==> config.mk <==
export PLATFORM = sky130hd
export DESIGN_NAME = kie_ctrl
export DESIGN_NICKNAME = d
export VERILOG_FILES = /design/src/hw/rtl/kie_pkg.sv /design/src/hw/rtl/kie_ctrl.sv
export SDC_FILE = /design/constraint.sdc
export NUM_CORES = 1
export LEC_CHECK = 0
export ABC_AREA = 0
export BUFFER_PORTS_ARGS = -buffer_cell sky130_fd_sc_hd__buf_2
export CAP_MARGIN = 20
export CORE_ASPECT_RATIO = 1.4
export CORE_UTILIZATION = 35
export CTS_CLUSTER_SIZE = 24
export DETAILED_ROUTE_END_ITERATION = 8
export PLACE_DENSITY = 0.62
export REMOVE_ABC_BUFFERS = 1
export SLEW_MARGIN = 10
export SYNTH_ARGS = -nofsm -noshare
export SYNTH_HDL_FRONTEND = slang
export SYNTH_SLANG_ARGS = --single-unit
==> constraint.sdc <==
create_clock -name clk -period 4.55 [get_ports clk]
set_input_delay 0.91 -clock clk [delete_from_list [all_inputs] [get_ports clk]]
set_output_delay 0.91 -clock clk [all_outputs]
set_load 0.02 [all_outputs]
==> src/hw/rtl/kie_pkg.sv <==
// shared constants, command codes and control/status types of the k-means iteration engine
package kie_pkg;

	localparam int COORD_W    = 16;
	localparam int SUM_W      = 32;
	localparam int ENERGY_W   = 48;
	localparam int ITER_W     = 16;
	localparam int CLU_ID_W   = 3;
	localparam int COORD_ID_W = 3;
	localparam int ITEM_W     = 10;
	localparam int CMD_W      = 2;
	localparam int CFG_IDX_W  = 2;
	localparam int CFG_W      = 11;
	localparam int PC_W       = 11;
	localparam int KC_W       = 4;
	localparam int DC_W       = 4;

	localparam int S_TDATA_W = 32;
	localparam int M_TDATA_W = 88;

	localparam int DEF_MAX_POINTS   = 1024;
	localparam int DEF_MAX_CLUSTERS = 8;
	localparam int DEF_MAX_DIMS     = 8;

	localparam logic [CMD_W-1:0] CMD_LOAD_POINT = 2'd0;
	localparam logic [CMD_W-1:0] CMD_LOAD_CENT  = 2'd1;
	localparam logic [CMD_W-1:0] CMD_RUN        = 2'd2;

	localparam logic [CFG_IDX_W-1:0] CFG_POINT_COUNT   = 2'd0;
	localparam logic [CFG_IDX_W-1:0] CFG_CLUSTER_COUNT = 2'd1;
	localparam logic [CFG_IDX_W-1:0] CFG_DIM_COUNT     = 2'd2;

	// where the datapath takes its cluster index from
	localparam logic [1:0] SEL_CTR   = 2'd0;
	localparam logic [1:0] SEL_BEST  = 2'd1;
	localparam logic [1:0] SEL_CLASS = 2'd2;

	typedef struct packed {
		logic       ld_point;
		logic       ld_cent;
		logic       run_start;
		logic       clr;
		logic       pt_rd;
		logic       cen_rd;
		logic       sum_rd;
		logic       cls_rd;
		logic [1:0] clu_sel;
		logic       diff_ld;
		logic       sq_acc;
		logic       acc_first;
		logic       best_ld;
		logic       best_first;
		logic       cls_wr;
		logic       cnt_inc;
		logic       acc_wr;
		logic       moved_clr;
		logic       div_start;
		logic       cent_upd;
		logic       sqrt_start;
		logic       energy_add;
		logic       iter_inc;
		logic       out_ld;
		logic       out_final;
	} kie_ctl_t;

	typedef struct packed {
		logic div_done;
		logic sqrt_done;
		logic cnt_zero;
	} kie_stat_t;

endpackage

==> src/hw/rtl/kie_ctrl.sv <==
// controller: configuration registers, run sequencer and point/cluster/coordinate counters
module kie_ctrl
	import kie_pkg::*;
#(
	parameter int MAX_POINTS   = DEF_MAX_POINTS,
	parameter int MAX_CLUSTERS = DEF_MAX_CLUSTERS,
	parameter int MAX_DIMS     = DEF_MAX_DIMS
) (
	input  logic                            clk,
	input  logic                            arst_n,
	input  logic                            cfg_we,
	input  logic [CFG_IDX_W-1:0]            cfg_index,
	input  logic [CFG_W-1:0]                cfg_wdata,
	input  logic                            s_valid,
	output logic                            s_ready,
	input  logic [CMD_W-1:0]                cmd,
	output logic                            m_valid,
	input  logic                            m_ready,
	input  kie_stat_t                       stat,
	output kie_ctl_t                        ctl,
	output logic [$clog2(MAX_POINTS)-1:0]   p_idx,
	output logic [$clog2(MAX_CLUSTERS)-1:0] c_idx,
	output logic [$clog2(MAX_DIMS)-1:0]     k_idx
);

	localparam int PIW = $clog2(MAX_POINTS);
	localparam int CIW = $clog2(MAX_CLUSTERS);
	localparam int KIW = $clog2(MAX_DIMS);
	localparam int ST_W = 5;

	localparam logic [ST_W-1:0] S_IDLE     = 5'd0;
	localparam logic [ST_W-1:0] S_CLR      = 5'd1;
	localparam logic [ST_W-1:0] S_AD_RD    = 5'd2;
	localparam logic [ST_W-1:0] S_AD_SUB   = 5'd3;
	localparam logic [ST_W-1:0] S_AD_SQ    = 5'd4;
	localparam logic [ST_W-1:0] S_AD_CMP   = 5'd5;
	localparam logic [ST_W-1:0] S_AC_RD    = 5'd6;
	localparam logic [ST_W-1:0] S_AC_WR    = 5'd7;
	localparam logic [ST_W-1:0] S_UP_RD    = 5'd8;
	localparam logic [ST_W-1:0] S_UP_DIV   = 5'd9;
	localparam logic [ST_W-1:0] S_UP_WAIT  = 5'd10;
	localparam logic [ST_W-1:0] S_EN_CLS   = 5'd11;
	localparam logic [ST_W-1:0] S_EN_RD    = 5'd12;
	localparam logic [ST_W-1:0] S_EN_SUB   = 5'd13;
	localparam logic [ST_W-1:0] S_EN_SQ    = 5'd14;
	localparam logic [ST_W-1:0] S_EN_SQRT  = 5'd15;
	localparam logic [ST_W-1:0] S_EN_WAIT  = 5'd16;
	localparam logic [ST_W-1:0] S_OUT_RD   = 5'd17;
	localparam logic [ST_W-1:0] S_OUT_LD   = 5'd18;
	localparam logic [ST_W-1:0] S_OUT_WAIT = 5'd19;

	function automatic int clamp_cnt(int v, int hi);
		int r;
		r = v;
		if (v < 2) r = 2;
		else if (v > hi) r = hi;
		return r;
	endfunction

	logic [ST_W-1:0] state_q, state_d;
	logic [PIW-1:0]  p_q, p_d;
	logic [CIW-1:0]  c_q, c_d;
	logic [KIW-1:0]  k_q, k_d;
	logic [PC_W-1:0] pc_q;
	logic [KC_W-1:0] kc_q;
	logic [DC_W-1:0] dc_q;
	logic [PIW-1:0]  np_m1;
	logic [CIW-1:0]  nk_m1;
	logic [KIW-1:0]  nd_m1;
	logic            p_end, c_end, k_end;

	assign np_m1 = PIW'(clamp_cnt(int'(pc_q), MAX_POINTS) - 1);
	assign nk_m1 = CIW'(clamp_cnt(int'(kc_q), MAX_CLUSTERS) - 1);
	assign nd_m1 = KIW'(clamp_cnt(int'(dc_q), MAX_DIMS) - 1);
	assign p_end = p_q == np_m1;
	assign c_end = c_q == nk_m1;
	assign k_end = k_q == nd_m1;

	always_ff @(posedge clk or negedge arst_n) begin
		if (!arst_n) begin
			pc_q <= PC_W'(2);
			kc_q <= KC_W'(2);
			dc_q <= DC_W'(2);
		end else if (cfg_we) begin
			unique case (cfg_index)
				CFG_POINT_COUNT:   pc_q <= cfg_wdata[PC_W-1:0];
				CFG_CLUSTER_COUNT: kc_q <= cfg_wdata[KC_W-1:0];
				CFG_DIM_COUNT:     dc_q <= cfg_wdata[DC_W-1:0];
				default: ;
			endcase
		end
	end

	always_comb begin
		state_d = state_q;
		p_d     = p_q;
		c_d     = c_q;
		k_d     = k_q;
		ctl     = '0;
		ctl.clu_sel = SEL_CTR;
		s_ready = 1'b0;
		m_valid = 1'b0;

		unique case (state_q)
			S_IDLE: begin
				s_ready = 1'b1;
				if (s_valid) begin
					case (cmd)
						CMD_LOAD_POINT: ctl.ld_point = 1'b1;
						CMD_LOAD_CENT:  ctl.ld_cent  = 1'b1;
						CMD_RUN: begin
							ctl.run_start = 1'b1;
							c_d     = '0;
							k_d     = '0;
							state_d = S_CLR;
						end
						default: ;
					endcase
				end
			end
			// zero every cluster sum, one entry a cycle
			S_CLR: begin
				ctl.clr = 1'b1;
				if (k_q == KIW'(MAX_DIMS - 1)) begin
					k_d = '0;
					if (c_q == CIW'(MAX_CLUSTERS - 1)) begin
						p_d     = '0;
						c_d     = '0;
						state_d = S_AD_RD;
					end else begin
						c_d = c_q + 1'b1;
					end
				end else begin
					k_d = k_q + 1'b1;
				end
			end
			S_AD_RD: begin
				ctl.pt_rd  = 1'b1;
				ctl.cen_rd = 1'b1;
				state_d    = S_AD_SUB;
			end
			S_AD_SUB: begin
				ctl.diff_ld = 1'b1;
				state_d     = S_AD_SQ;
			end
			S_AD_SQ: begin
				ctl.sq_acc    = 1'b1;
				ctl.acc_first = k_q == '0;
				if (k_end) begin
					state_d = S_AD_CMP;
				end else begin
					k_d     = k_q + 1'b1;
					state_d = S_AD_RD;
				end
			end
			S_AD_CMP: begin
				ctl.best_ld    = 1'b1;
				ctl.best_first = c_q == '0;
				k_d = '0;
				if (c_end) begin
					state_d = S_AC_RD;
				end else begin
					c_d     = c_q + 1'b1;
					state_d = S_AD_RD;
				end
			end
			// add the point into its winning cluster
			S_AC_RD: begin
				ctl.clu_sel = SEL_BEST;
				ctl.pt_rd   = 1'b1;
				ctl.sum_rd  = 1'b1;
				ctl.cls_wr  = k_q == '0;
				ctl.cnt_inc = k_q == '0;
				state_d     = S_AC_WR;
			end
			S_AC_WR: begin
				ctl.clu_sel = SEL_BEST;
				ctl.acc_wr  = 1'b1;
				if (k_end) begin
					c_d = '0;
					k_d = '0;
					if (p_end) begin
						state_d = S_UP_RD;
					end else begin
						p_d     = p_q + 1'b1;
						state_d = S_AD_RD;
					end
				end else begin
					k_d     = k_q + 1'b1;
					state_d = S_AC_RD;
				end
			end
			S_UP_RD: begin
				ctl.sum_rd    = 1'b1;
				ctl.cen_rd    = 1'b1;
				ctl.moved_clr = k_q == '0;
				if (stat.cnt_zero) begin
					// empty cluster keeps its centroid
					k_d = '0;
					if (c_end) begin
						p_d     = '0;
						state_d = S_EN_CLS;
					end else begin
						c_d = c_q + 1'b1;
					end
				end else begin
					state_d = S_UP_DIV;
				end
			end
			S_UP_DIV: begin
				ctl.div_start = 1'b1;
				state_d       = S_UP_WAIT;
			end
			S_UP_WAIT: begin
				ctl.cent_upd = 1'b1;
				if (stat.div_done) begin
					if (k_end) begin
						k_d = '0;
						if (c_end) begin
							p_d     = '0;
							state_d = S_EN_CLS;
						end else begin
							c_d     = c_q + 1'b1;
							state_d = S_UP_RD;
						end
					end else begin
						k_d     = k_q + 1'b1;
						state_d = S_UP_RD;
					end
				end
			end
			S_EN_CLS: begin
				ctl.cls_rd = 1'b1;
				k_d        = '0;
				state_d    = S_EN_RD;
			end
			S_EN_RD: begin
				ctl.clu_sel = SEL_CLASS;
				ctl.pt_rd   = 1'b1;
				ctl.cen_rd  = 1'b1;
				state_d     = S_EN_SUB;
			end
			S_EN_SUB: begin
				ctl.diff_ld = 1'b1;
				state_d     = S_EN_SQ;
			end
			S_EN_SQ: begin
				ctl.sq_acc    = 1'b1;
				ctl.acc_first = k_q == '0;
				if (k_end) begin
					state_d = S_EN_SQRT;
				end else begin
					k_d     = k_q + 1'b1;
					state_d = S_EN_RD;
				end
			end
			S_EN_SQRT: begin
				ctl.sqrt_start = 1'b1;
				state_d        = S_EN_WAIT;
			end
			S_EN_WAIT: begin
				ctl.energy_add = 1'b1;
				if (stat.sqrt_done) begin
					if (p_end) begin
						ctl.iter_inc = 1'b1;
						c_d          = '0;
						k_d          = '0;
						state_d      = S_OUT_RD;
					end else begin
						p_d     = p_q + 1'b1;
						state_d = S_EN_CLS;
					end
				end
			end
			S_OUT_RD: begin
				ctl.cen_rd = 1'b1;
				state_d    = S_OUT_LD;
			end
			S_OUT_LD: begin
				ctl.out_ld    = 1'b1;
				ctl.out_final = c_end && k_end;
				state_d       = S_OUT_WAIT;
			end
			S_OUT_WAIT: begin
				m_valid = 1'b1;
				if (m_ready) begin
					if (k_end) begin
						k_d = '0;
						if (c_end) begin
							c_d     = '0;
							state_d = S_IDLE;
						end else begin
							c_d     = c_q + 1'b1;
							state_d = S_OUT_RD;
						end
					end else begin
						k_d     = k_q + 1'b1;
						state_d = S_OUT_RD;
					end
				end
			end
			default: state_d = S_IDLE;
		endcase
	end

	always_ff @(posedge clk or negedge arst_n) begin
		if (!arst_n) begin
			state_q <= S_IDLE;
			p_q     <= '0;
			c_q     <= '0;
			k_q     <= '0;
		end else begin
			state_q <= state_d;
			p_q     <= p_d;
			c_q     <= c_d;
			k_q     <= k_d;
		end
	end

	assign p_idx = p_q;
	assign c_idx = c_q;
	assign k_idx = k_q;

endmodule

# Word-level counts from Yosys, hierarchy flattened
# Index checks and enable logic that the tools add are counted.
word_totals:
  out_inout_bits: 44
  ff_bits: 40
  wordCells: 168
  input_bits: 23
op_classes:
  n_mux: 84
  reduce_logical: 23
  n_eq_ne: 42
  addsub: 6
  n_lt_le_gt_ge: 6
op_table:
  columns: ["op", "n"]
  rows:
  - ["10-bit two-way mux", 11]
  - ["5-bit one-hot mux with 20 select lines", 1]
  - ["3-bit two-way mux", 28]
  - ["5-bit two-way mux", 14]
  - ["10-bit one-hot mux with 5 select lines", 1]
  - ["5-bit by 4-bit == test with 1-bit output, second input constant", 8]
  - ["3-bit one-hot mux with 9 select lines", 1]
  - ["2-bit != test, second input constant", 12]
  - ["3-bit one-hot mux with 8 select lines", 1]
  - ["5-bit by 3-bit == test with 1-bit output, second input constant", 4]
  - ["5-bit == test, second input constant", 4]
  - ["1-bit two-way mux", 18]
  - ["8-bit AND reduction", 2]
  - ["2-bit two-way mux", 7]
  - ["12-bit AND reduction", 1]
  - ["11-bit greater-than comparator, second input constant", 1]
  - ["11-bit by 2-bit less-than comparator with 1-bit output, second input constant", 1]
  - ["10-bit by 1-bit adder with 10-bit output, second input constant", 1]
  - ["10-bit == test", 1]
  - ["5-bit by 2-bit == test with 1-bit output, second input constant", 2]
  - ["2-bit OR reduction", 5]
  - ["10-bit by 2-bit subtractor with 10-bit output, second input constant", 1]
  - ["9-bit AND reduction", 1]
  - ["9-bit nonzero test", 1]
  - ["other kinds (22)", 34]

# Longest topological paths before layout
# Gate-level depths: netlist (run 1).
logic_depth:
  ltp_word: 9
  ltp_mapped: 17
  depth_no_buf: 11

# Worst setup path after synthesis (run 1)
# OpenSTA, ideal clock, no wires.
synth_timing:
  kind: "register -> output"
  from: "register pc_q[2]"
  to: "output ctl[2] (netlist name)"
  path_buffers: 4
  t_arrival_ps: 3375
  stages_incl_launch_ff: 16
  t_required_ps: 3640
  slack_ps: 265
  cell_sequence: "dfrtp_1 > buf_6 > or4_4 > buf_6 > clkbuf_1 > nor3_1 > o21ai_0 > ha_1 > clkbuf_1 > nand2b_1 > a32oi_1 > o211ai_1 > a211o_1 > nor3_1 > nand4_1 > nor2_1"
synth_rtl:
  columns: ["element", "line", "source"]
  rows:
  - ["start: declaration", "kie_ctrl.sv:64", "logic [PC_W-1:0] pc_q;"]
  - ["start signal: assignment", "kie_ctrl.sv:86", "CFG_POINT_COUNT: pc_q <= cfg_wdata[PC_W-1:0];"]
  - ["end: declaration", "kie_ctrl.sv:20", "output kie_ctl_t ctl,"]

==> metrics list, run 1 <==
* Run status: finished clean
- The number of antenna violations at the first check in global routing came to 0.
- Total of cells resized after clock tree synthesis: 0
* Maximum achievable frequency: about 230 MHz
- First-pass GRT wire length: 19100 µm
- IO Pins: 67
* Register bit count reported by yosys: 40
- Clock-pin slew of the registers on the worst-case setup and hold paths: ~0.06 ns
- Bufs on Longest Clock Path: 2
- H-tree Lvls: 2
* Die area: 11300 µm²
- Counting flops with a built-in enable in the synthesized netlist gives 0.
- Once detailed placement completed, the half-perimeter wirelength came to ~8400 µm.
* Average vias per placed instance: 5.92
- The congestion estimate from routability-driven global placement came to between 0.9 and 1.
- Internal Pwr Total: approximately 1.2 mW
* Reg-to-reg slack, setup: 0.64 ns
* Total of buffers placed on input and output ports: 66
- In this run the tightest slew margin relative to its limit is between 30% and 40%.
- In the routed design, unresolved DRC markers number 0.
* Number of detailed-route iterations in the first pass: 4
* Clk sink count: 40
- The tool flagged a number of max-cap violations equal to 0.
- Slowest cell on crit path: or4_4
- For the worst-skew pair, the clock arrives at the later sink with an insertion delay of 0.29 ns.
- Across all layers, the routed design uses 3863 vias.
- Post-Syn Area per Cell: 8.15 µm²
* Critical path's top delay family: simple AND/OR/NAND/NOR gates
- Along the worst path, the maximum fanout reaches 13.
- Gate count of the mapped netlist: ~470
* Commonest non-fill, non-tap cells in the layout: buf_2 (66), dfrtp_1 (37), nor2_1 (32)
* Endpoint type of the worst setup path: output pin
- Die Y-Extent: 125 µm
* Reg2Reg Depth: 10
* Count of final max-slew check failures: 0
- The hold violation total from the final report came to 0.
* Main flop type after synthesis: dfrtp_1
* Post-CTS Setup Repair Bufs: 0
- Async set-reset flop share out of synthesis: 100%
- Slew of the pin with the lowest slew margin: between 0.9 and 1 ns
- The worst path uses 96.3% of the clock period.
- In this run the biggest area consumer among cell types represents 24.4% of the synthesized area.
- Number of DRC violations after detailed-routing iteration 0: 244
- The via count of the first global-routing pass came to between 3000 and 4000.
* Count of hold buffers inserted by post-cts repair: 0
* Wire per inst: about 17 µm
* Comb pwr share: 57.9%
- For this configuration, the core starts out at a cell density of 36.3%.
- Summed over all cells, the static leakage comes to 1.86 nW.
- PwrDens: 513 nW/µm²
- After detailed routing, the total wire length is approximately 11000 µm.
- Clock Skews: 0.00822 ns
- The detail route stage leaves a number of antenna-violating nets equal to 0.
- Worst path buffer plus inverter count: 1
- For the worst setup path, the data required time is about 3.6 ns.
- Placed cell area: roughly 4200 µm²
* Final setup violation count: 0
* Post-layout instance count excluding filler cells: 653
- R2r startpoint: pc_q[4]
* Top cell type by total area after synthesis: dfrtp_1
* Maximum number of pins on one net before global-route repair: 41
- Worst stage delay on the critical path: about 0.57 ns
- Area added between synthesis and finish: 15.9%
- The floorplan step set the die width to 90.0 µm.
- Residual overflow from global routing: 0
* Series of cell instances along the critical path: or4_4 > nor3_1 > o21ai_0 > ha_2 > nand2b_1 > a32oi_1 > o211ai_1 > a211o_1 > nor3_2 > nand4_1 > nor2_1 > buf_2
- With fillers left out, the area of the finished cells amounts to 4400 µm².
- The floorplan has 44 rows.
* Most common cell after layout, fill and taps aside: buf_2
- Hold slack final: roughly 0.5 ns
- Count of yosys warnings during synthesis: 0
- In this run, flip-flops and latches consume 26.6% of the power.
- Including well taps, the total number of placed cells is 644.
- Share of total power consumed by net switching: 48.2%
* Clock power frac: 15.4%
- Core area: ~10000 µm²
- Root buffer selected by CTS: clkbuf_16
- In the final layout, the share of cells above drive strength 1 is 26.2%.
* Launching element type of the critical path: flip-flop
- Count of inserted antenna diode cells: 0
- Data arrives at the worst endpoint at 3.47 ns.
- Hold WC Path Type: primary input to asynchronous set/reset pin
- Cts bufs inserted: 5
- Global routing consumed, over all layers together, roughly 21% of the routing resources.
- Across the VDD grid, the largest voltage drop is 0.217 mV.
- Leading post-synthesis cells by cell area: dfrtp_1 (24%), mux2_2 (5.3%), ha_1 (3.3%)
* Nets: 547
- RSZ-0062 raised after global routing: no
- Final sum of negative setup slack: 0 ns
- Cell variety after synth: 73
- CTS tree: done
- Fin crit period: around 4.4 ns
* Switching power: 1.09 mW
- Counting buffers and inverters, the worst setup path is 12 cells deep.
* Worst reg2reg path endpoint: p_idx[9]
* Worst Setup Path Type: flip-flop to output pin
- Summing every instance area after synthesis gives 3800 µm².
- Summing the sequential cell areas from Yosys gives 26.5% of the chip area.
-- cell families after synthesis --
family                     synth area share (%)
AOI/OAI and AO/OA                          21.2
muxes                                      7.38
buffers and inverters                      6.20
adders and majority gates                  3.56
xor gates and xnor gates                   3.00
and+or+nand+nor                            32.2
DFF                                        26.5
-- final cells by class --
cell class              count  area, µm²
fillers                  1096       6060
multi-input cells         370       2570
flip-flops and latches     40       1000
repair buffers             80        448
well taps                 138        173
clock buffers               6        129
inverters                  17       63.8
clock inverters             2       12.5
-- registers in the layout, indices dropped and copies added (netlist names) --
name     cells
dc_q         4
state_q      5
c_idx        3
kc_q         4
p_idx       10
k_idx        3
pc_q        11
-- cell usage after synthesis, drive strengths merged (7+ instances only) --
master   n
nor3    22
nor2    32
o31ai   11
o21ai   17
nand2b  18
clkbuf  32
nand3   19
nor2b   10
ha      10
mux2    21
or4     10
buf      7
xnor2   10
o211ai  14
nand4    8
dfrtp   37
or2      7
and3     8
nand2   26
a21oi   18
or3      9
inv     17
-- worst register-to-register path, cell delays in order (launching register included) --
cell and delay, ns:
dfrtp_1 0.46, or4_4 0.57, o311ai_2 0.32, ha_2 0.39, or4b_2 0.61, a31oi_1 0.24, a21oi_1 0.08, nor4b_4 0.15
and4_1 0.37, or4_1 0.56, nand3_1 0.09
-- power by group through the flow --
stage	clock network, mW	registers (mW)	logic, mW
CTS	0.361	0.600	1.30
global route	0.376	0.619	1.44
detailed placement	0	0.606	1.29
global placement	0	0.602	1.28
floorplan	0	0.652	0.840
finish	0.349	0.601	1.31
-- worst max-delay path by stage --
stage                       start  endpoint  slack [ns]
after CTS                 pc_q[4]    ctl[2]        0.06
after global routing      pc_q[4]    ctl[2]        0.02
after floorplan           pc_q[2]    ctl[2]        0.59
final                     pc_q[4]    ctl[2]        0.17
after detailed placement  pc_q[4]    ctl[2]        0.38
after global placement    pc_q[4]    ctl[2]        0.39
-- per-layer routing --
metal / up-vias / GRT usage [%] / share of wire [%]
li1: 1846 / - / -
met1: 1853 / 24.1 / 42
met2: 131 / 37.0 / 50
met3: 33 / 2.74 / 4.5
met4: 0 / 10.2 / 3.6
met5: - / 0 / 0
-- metrics by stage --
| step | utilization, % | setup slack, ns | power [mW] |
|---|---|---|---|
| after floorplan | - | 0.593 | 1.49 |
| after global placement | 40.4 | 0.392 | 1.89 |
| after detailed placement | 40.4 | 0.375 | 1.89 |
| after CTS | 41.8 | 0.0563 | 2.26 |
| after global routing | 42.1 | 0.0216 | 2.43 |
| final | 42.1 | 0.168 | 2.26 |
Note: power is estimated with default switching activity, not from simulation.
==> run 2, diff against run 1 <==
- CORE_UTILIZATION: 35 -> 49
- PLACE_DENSITY: 0.62 -> 0.79
==> run 2 against run 1 <==
Critical path depth shrank 2. Core utilization grew 16 points. Non-clock buffer count is 1 higher. Global-route usage increased by 6.3 points. Final cell count shrank 6.1%. Setup slack improved by 0.012 ns. Clock skew is 0.0014 ns lower. Sequential power increased by 0.7%. Fmax increased by 0.27%. Sequential cell count is the same. Combinational power about the same. Critical endpoint unchanged.
==> metrics list, run 2 (synthesized netlist as in run 1, its figures left out) <==
- Leakage Power: 1.83 nW (-1.5%)
* PwrDens: 500 nW/µm² (-2.7%)
- The power share of the clock group came to 11.0% (-4.4 points).
* Die outline width: 76.4 µm (-15%)
- Final setup violation count: 0 (unchanged)
- Switching power: 1.07 mW (-1.5%)
- Root buffer selected by CTS: clkbuf_8
* Total of buffers placed on input and output ports: 66 (unchanged)
- Later-pin clock latency in the skew report: 0.29 ns (about the same)
* Bufs on Longest Clock Path: 2 (unchanged)
- The chip height is 106 µm (-15%).
- The share of the clock period used by the worst path came to 96.0% (-0.26 points).
- The run finished with clean final reports.
- Core area: 7410 µm² (-29%)
- The ratio of cells with drive above 1 in the final layout came to 26.6% (+0.34 points).
* Placed cell area: 4160 µm² (-1.7%)
- The biggest fanout along the worst timing path was 13 (unchanged).
- Area used by multi-input combinational logic: 2580 µm² (+0.39%)
- Clock-pin slew of the registers on the worst-case setup and hold paths: 0.08 ns (+0.02 ns)
- Average vias per placed instance: 6.53 (+10%)
- The largest net degree at the start of global routing was 41 (unchanged).
- CTS tree: done
* Fin crit period: 4.37 ns (-0.0118 ns)
* Count of final max-slew check failures: 0 (unchanged)
- Peak ir drop on the vdd network: 0.310 mV (+43%)
* Total via count after detailed routing: 4003 (+3.6%)
- The sequential cell area in the final layout is 1010 µm² (+0.12%).
* All-Layer GR Usage: 27.0% (+6.3 points)
- The number of violations of the max-capacitance limit was 0 (unchanged).
* Post-DP HPWL: 7920 µm (-6.2%)
* Slew of the pin with the lowest slew margin: 0.913 ns (+0.00362 ns)
- The hold violation total from the final report is 0 (unchanged).
* Final non-filler cell area: 4300 µm² (-2.3%)
* Row count: 37 (-16%)
- Cts bufs inserted: 5 (unchanged)
* Share of total power consumed by net switching: 49.9% (+1.7 points)
* Worst Setup Path Type: flip-flop to output pin
* Endpoint type of the worst setup path: output pin
- Comb pwr share: 60.8% (+2.9 points)
* IO Pins: 67 (unchanged)
- Count of inserted antenna diode cells: 0 (unchanged)
- Sequential cell fraction of total power: 28.2% (+1.6 points)
* Normalized max-slew margin: 39.1% (about the same)
- The overall overflow remaining after global route is 0 (unchanged).
- Launching element type of the critical path: flip-flop
- The number of sinks driven by the clock tree came to 40 (unchanged).
* Internal Pwr Total: 1.08 mW (-8.1%)
- Via count of the first global-routing pass: 3714 (-1.4%)
- Die area: 8110 µm² (-28%)
* WP data arrival: 3.46 ns (about the same)
* Filler cell count in the final layout: 689 (-37%)
* Number of antenna violations at the first check in global routing: 0 (unchanged)
- Number of detailed-route iterations in the first pass: 5 (+1)
- The wire length after detailed routing is 10900 µm (-3.9%).
- Nets: 548 (+0.18%)
* Largest register by flop count: pc_q
- Effective utilization at floorplan: 51.3% (+15 points)
* Number of flip-flops under the largest register name: 11 (unchanged)
* Wire per inst: 17.8 µm (+2.4%)
- The number of placed instances, taps included is 601 (-6.7%).
- H-tree Lvls: 2 (unchanged)
- The final non-filler cell total is 613 (-6.1%).
* First-pass GRT wire length: 17900 µm (-6.0%)
- Worst stage delay on the critical path: 0.60 ns (+0.03 ns)
* Maximum achievable frequency: 229 MHz (+0.27%)
- Final weighted congestion of routability-driven global placement: 0.940 (+1.5%)
- The post-detailed-route DRC marker count came to 0 (unchanged).
* Most common cell after layout, fill and taps aside: buf_2
- Area added between synthesis and finish: 13.2%
* Clock Skews: 0.00680 ns (-0.00142 ns)
* Number of DRC violations after detailed-routing iteration 0: 308 (+26%)
- The slowest stage of the critical path belongs to the cell or4_4.
- The worst path required time was 3.64 ns (about the same).
- Series of cell instances along the critical path: or4_4 > o311ai_2 > ha_4 > or4b_2 > a31oi_1 > a2111o_1 > nor3_2 > nand4_1 > nor2_1 > buf_2
- The number of nets still failing antenna checks after routing was 0 (unchanged).
* Commonest non-fill, non-tap cells in the layout: buf_2 (66), dfrtp_1 (36), nor2_1 (32)
* Hold WC Path Type: flip-flop to flip-flop
- Count of hold buffers inserted by post-cts repair: 0 (unchanged)
[run 2: what timing repair did]
action | in CTS | in global routing
gates resized for setup | 1 | 4
gates cloned | 0 | 0
buffers inserted | 0 | 4
setup endpoints to repair | 1 | 1
pin swaps | 0 | 1
[run 2: layout make-up]
type / instances / share of cell area, %
sequential: 40 / 23.4
clock buffer: 6 / 1.69
clock inverter: 2 / 0.291
timing repair buffer: 81 / 10.3
multi-input combinational: 370 / 60.0
inverter: 17 / 1.48
tap: 97 / 2.82
[run 2: final timing paths]
kind                            cells past startpoint        to  slack, ns  startpoint
worst max register to register                     10  p_idx[8]       0.60     pc_q[4]
worst max-delay path                               10    ctl[2]       0.18     pc_q[4]
worst min-delay path                                1   dc_q[0]       0.54     dc_q[0]
max in group asynchronous                           1   pc_q[4]       3.19      arst_n
min in group asynchronous                           1   pc_q[7]       0.74      arst_n
worst min register to register                      1   dc_q[0]       0.54     dc_q[0]
[run 2: stage by stage]
step / total power, mW / utilization (%) / worst slack (ns) / hold slack, ns / setup TNS, ns
floorplan: 1.49 / - / 0.593 / 0.479 / 0
global placement: 1.85 / 56.1 / 0.310 / 0.497 / 0
detailed placement: 1.88 / 56.1 / 0.266 / 0.510 / 0
CTS: 2.12 / 57.3 / 0.0540 / 0.536 / 0
global route: 2.30 / 58.0 / -0.0381 / 0.554 / -0.0381
finish: 2.15 / 58.0 / 0.180 / 0.536 / 0
[run 2: worst max-delay path: cells and delay by family (launching register included)]
| kind | cells | cell delay (ns) |
|---|---|---|
| adders and majority gates | 1 | 0.29 |
| AOI/OAI and AO/OA | 3 | 0.85 |
| DFF | 1 | 0.48 |
| and+or+nand+nor | 5 | 1.39 |
| buffers and inverters | 1 | 0.15 |
[run 2: power by group through the flow]
stage	sequential (mW)	combinational [mW]	clock, mW
after floorplan	0.652	0.840	0
after global placement	0.600	1.25	0
after detailed placement	0.607	1.27	0
after CTS	0.600	1.28	0.239
after global routing	0.620	1.43	0.253
final	0.605	1.31	0.236
[run 2: layer usage]
layer	track usage, %	wire length, µm	share of wire [%]	vias to the layer above
met5	0	0	0	-
met4	14.4	426	3.9	0
met3	3.09	577	5.3	45
met2	47.5	5600	51	182
met1	32.1	4330	40	1925
li1	-	-	-	1851
